===== config.mk =====
export PLATFORM = sky130hd
export DESIGN_NAME = sgmh_cost_bank
export DESIGN_NICKNAME = d
export VERILOG_FILES = /design/src/sgmh_cost_bank.sv
export SDC_FILE = /design/constraint.sdc
export NUM_CORES = 2
export LEC_CHECK = 0
export BUFFER_PORTS_ARGS = -buffer_cell sky130_fd_sc_hd__buf_2
export CAP_MARGIN = 0
export CELL_PAD_IN_SITES_DETAIL_PLACEMENT = 0
export CELL_PAD_IN_SITES_GLOBAL_PLACEMENT = 1
export CORE_UTILIZATION = 40
export DETAILED_ROUTE_END_ITERATION = 6
export GPL_TIMING_DRIVEN = 1
export PLACE_DENSITY_LB_ADDON = 0.1
export SYNTH_ARGS = -nofsm -noshare
export SYNTH_HDL_FRONTEND = slang
export SYNTH_SLANG_ARGS = --single-unit
export TNS_END_PERCENT = 10

===== constraint.sdc =====
create_clock -name clk -period 4.09 [get_ports clk]
set_input_delay 0.409 -clock clk [delete_from_list [all_inputs] [get_ports clk]]
set_output_delay 0.409 -clock clk [all_outputs]
set_load 0.05 [all_outputs]

===== src/sgmh_cost_bank.sv =====
// One copy of the double-banked path cost memory with a registered, write-first read port.
`timescale 1ns / 1ps
`default_nettype none

module sgmh_cost_bank #(
    parameter int ADDR_BITS = 8,
    parameter int DATA_BITS = 16
) (
    input  wire logic                 clk,
    input  wire logic                 wr_en,
    input  wire logic [ADDR_BITS-1:0] wr_addr,
    input  wire logic [DATA_BITS-1:0] wr_data,
    input  wire logic                 rd_en,
    input  wire logic [ADDR_BITS-1:0] rd_addr,
    output logic      [DATA_BITS-1:0] rd_data
);

    localparam int Depth = 2 ** ADDR_BITS;

    logic [DATA_BITS-1:0] mem [0:Depth-1];
    logic [DATA_BITS-1:0] rd_data_reg;

    always_ff @(posedge clk)
    begin
        if (wr_en)
        begin
            mem[wr_addr] <= wr_data;
        end
    end

    // A read that hits the entry being written in the same cycle returns the new data.
    always_ff @(posedge clk)
    begin
        if (rd_en)
        begin
            if (wr_en && (wr_addr == rd_addr))
            begin
                rd_data_reg <= wr_data;
            end
            else
            begin
                rd_data_reg <= mem[rd_addr];
            end
        end
    end

    assign rd_data = rd_data_reg;

endmodule

`default_nettype wire


### Word-level counts from Yosys, hierarchy flattened

Memories as Yosys holds them, arrays and structs flattened. A register that Yosys moved wholly into a read port is not among the register bits.
Index checks and enable logic that the tools add are counted.

* mux-type cells: 2

Operator list (count)
* $mux 1: 2

* memories kept: 1
* output and inout port bits: 16
* flip-flop bits (word level): 0
* input bits: 35
* memory bits (writable): 4096

Memory list
* mem: words 256, width 16, read ports 1, clocked after memory_dff 1, wr ports 1, line 20 `logic [DATA_BITS-1:0] mem [0:Depth-1];`

### Depth between registers and ports, before layout

* word-level depth: 2
* depth in mapped cells: 14

### Worst setup path before layout

OpenSTA, ideal clock, no wires.

* path type: in2reg
* start: input rd_addr[0]
* end: register rd_data_reg[13] (netlist: rd_data[13]), read port of mem, data pin
* library setup time: 0.259 ns
* slack: 1.256 ns
* arrival time: 2.574 ns
* data required time: 3.831 ns
* buffers on the path: 5
* stages: 12
* path through: buf_6 -> buf_8 -> buf_6 -> buf_6 -> buf_2 -> mux4_2 -> nand3_1 -> o21ai_0 -> a211oi_1 -> a31oi_1 -> a211oi_1 -> nor2_1

RTL lines
* start, declared: line 14 `input wire logic [ADDR_BITS-1:0] rd_addr,`
* end, declared: line 21 `logic [DATA_BITS-1:0] rd_data_reg;`

==> out/qor.csv <==
metric,value,unit
outcome,finished clean,
slowest_stage,o31ai_2,
max_freq,276,MHz
die_h,631,microns
drt-total-wl,491,mm
async_flop_share,0,%
worst_slack,0.467,ns
critPathLaunchType,flop,
synth_compound_area_share,3.78,%
cpPeakStageDelay,0.87,ns
yosysSeqAreaShare,78.0,%
pre_cts_slack,-0.325,ns
cp_common_cell,buf_4,
cts_sinks,4112,
fin_tns_setup,0,ns
ys_warn_count,0,
hp-class,in -> reg,
multiInputGateArea,32700,sq um
slew_headroom,10.6,%
drive_gt1_share,28.5,%
synth_cell_type_count,67,
io_pins,51,
via_count,80787,
whs,0.00998,ns
portBuffers,50,
path_cells,mux4_2 -> a22oi_1 -> nand2_1 -> o31ai_2 -> buf_4 -> a41oi_1 -> buf_4 -> a2111oi_0 -> nor2_1,
antenna_left,0,
r2r_start,mem[55][6],
r2r_slack,0.47,ns
fin_skew,0.0535,ns
p_per_area,492,nW/um^2
drv_cap,0,
synth_flop_cell,edfxtp_1,
grt_max_degree,133,
nFillCells,32804,
rows,230,
avgSynthCellArea,21.3,sq um
drt_iter0_drc,9193,
worst_setup_path_end_kind,flop,
netlist_area,158000,sq um
grt_first_pass_wirelength,677,mm
critPathLaunch,mem[55][6],
rsz0062_at_grt,no,
synthSimpleGateAreaFrac,2.22,%
cts_root_buffer,clkbuf_16,
final.min_clock_period,3.62,ns
synth_top_family_by_area,multiplexers,
cp_data_arrival_time,4.37,ns
die_width,631,microns
syn_inst,7444,
crit_fanout,1,
seq_area,123000,sq um
cts_tree,built,
first_global_vias,81503,
synth_nets,7479,
cp-endpoint,rd_data[6],
setup_viol,0,
ys_ff_latch,4112,
antenna_found_initial,40,
post-route-drc-count,0,
gp_congestion,0.857,
gr-total-overflow,0,
synth_adder_area_share,0,%
cts_buffer_depth,4,
hold_viol_final,0,
largest_register_ffs,4096,
synth-xor-area-share,0.0443,%
fin_crit_sh,88.6,%
peakVddDrop,0.000407,V
criticalPathCategory,reg -> reg,
wl_per_cell,35.2,microns
timing.rr.end,rd_data[6],
start_util,40.3,%
power.leakage,59.2,nW
nets,8339,
path_clk_slew,0.06,ns
viasPerCell,5.80,
drt-pass1-iter-count,5,
required,4.84,ns
syn2layout_area_growth,17.0,%
worst_pin_slew,1.34,ns
slew_violations,0,
core,393000,sq um
dp_hpwl,307,mm
worstSkewPairLatency,1.01,ns
synth_edf_count,4112,
htreeDepth,5,
synth_mux_area_share,14.3,%
cts_made_buffers,439,
die_area,398000,sq um
grt_use_total,24.4,%
r2r_cells,9,
## per-stage QoR
stage | power (mW) | instances | utilization (%) | area, sq um
2_1_floorplan | 49.6 | 7444 | - | 158000
3_3_place_gp | 52.4 | 13068 | 43.4 | 171000
3_5_place_dp | 52.5 | 13068 | 43.4 | 171000
4_1_cts | 91.8 | 13903 | 47.1 | 185000
5_1_grt | 93.5 | 13911 | 47.1 | 185000
6_report | 91.0 | 13921 | 47.1 | 185000
## critical path, delay by kind of cell (launching register included)
| family | cells | cell delay [ns] |
|---|---|---|
| simple gates | 2 | 0.26 |
| buf+inv | 2 | 0.51 |
| flops | 1 | 0.36 |
| mux | 1 | 0.46 |
| compound gates | 4 | 1.82 |
## how the worst min path moves through the flow
stage / from / endpoint / slack [ns] / depth (start not counted)
2_1_floorplan: wr_data[0] / mem[0][0] / 0.51 / 0
3_3_place_gp: wr_data[13] / mem[124][13] / 0.89 / 1
3_5_place_dp: wr_data[4] / mem[38][4] / 0.90 / 1
4_1_cts: wr_data[3] / mem[205][3] / 0.004 / 1
5_1_grt: wr_data[3] / mem[205][3] / 0.04 / 1
6_report: wr_data[3] / mem[206][3] / 0.01 / 1
## cell usage in the layout, fill, tap and decap left out, types with 15 or more instances in the layout
cell type      count
edfxtp_1        4112
mux4_2           803
buf_4            701
clkbuf_16        444
mux2i_1          411
a22oi_1          261
nor2_1           243
nand2_1          146
clkinv_1         119
nor2_2           117
buf_12           114
o22ai_1          107
clkinv_2          93
clkbuf_1          83
a21oi_1           77
o221ai_1          73
nand3_1           69
a211oi_1          63
nor2b_1           57
o21ai_0           47
a2111oi_0         45
nor3_1            44
bufinv_16         44
mux2_2            40
nand4_1           32
buf_2             29
a221oi_1          23
o31ai_1           23
diode_2           17
buf_8             17
nor4_1            15
dlygate4sd3_1     15
## metal layers
metal	vias to the layer above	part of all wire [%]	track usage (%)
met5	-	0.013	0
met1	44091	42	34.0
met2	2830	49	40.1
li1	33192	-	-
met4	10	3.3	7.57
met3	664	6.0	3.45
## synthesized netlist by cell type, drive strengths merged (47+ instances only)
cell    count  area, sq um
nor2      362         1360
a211oi     63          473
nor2b      63          394
mux2i     411         4110
edfxtp   4112       123000
a22oi     261         1960
a21oi      77          385
buf       230         1620
nand2     148          556
o22ai     107          669
o21ai      47          235
mux4      803        18100
o221ai     73          639
clkbuf    229          860
nand3      69          345
## final cells by class
class                           instances  area share, %
Tap cell                             5220           3.53
Timing Repair Buffer                  878           4.39
Sequential cell                      4112           66.7
Multi-Input combinational cell       2866           17.6
Clock inverter                        294           1.51
Inverter                                7         0.0169
Clock buffer                          527           6.17
Antenna cell                           17         0.0230
## kinds of logic (layout without fill, tap and decap cells)
logic type	count (synthesis)	after routing
AO/OA/AOI/OAI	817	817
flip-flops	4112	4112
multiplexers	1257	1257
XOR/XNOR	8	8
AND/OR/NAND/NOR	784	784
other	0	17
buffers and inverters	466	1706
## timing repair
action,in CTS,in global routing
endpoints found under the hold margin,441,1
hold buffers,14,1
resized for setup,0,0
setup buffers,0,0
## power breakdown
| part | leakage (nW) | total, mW | switching [mW] | internal, mW |
|---|---|---|---|---|
| combinational | 15.2 | 5.03 | 3.34 | 1.69 |
| clock | 6.96 | 39.5 | 16.8 | 22.7 |
| sequential | 37.0 | 46.6 | 0.0667 | 46.5 |
Power figures use the tool's default switching activity.
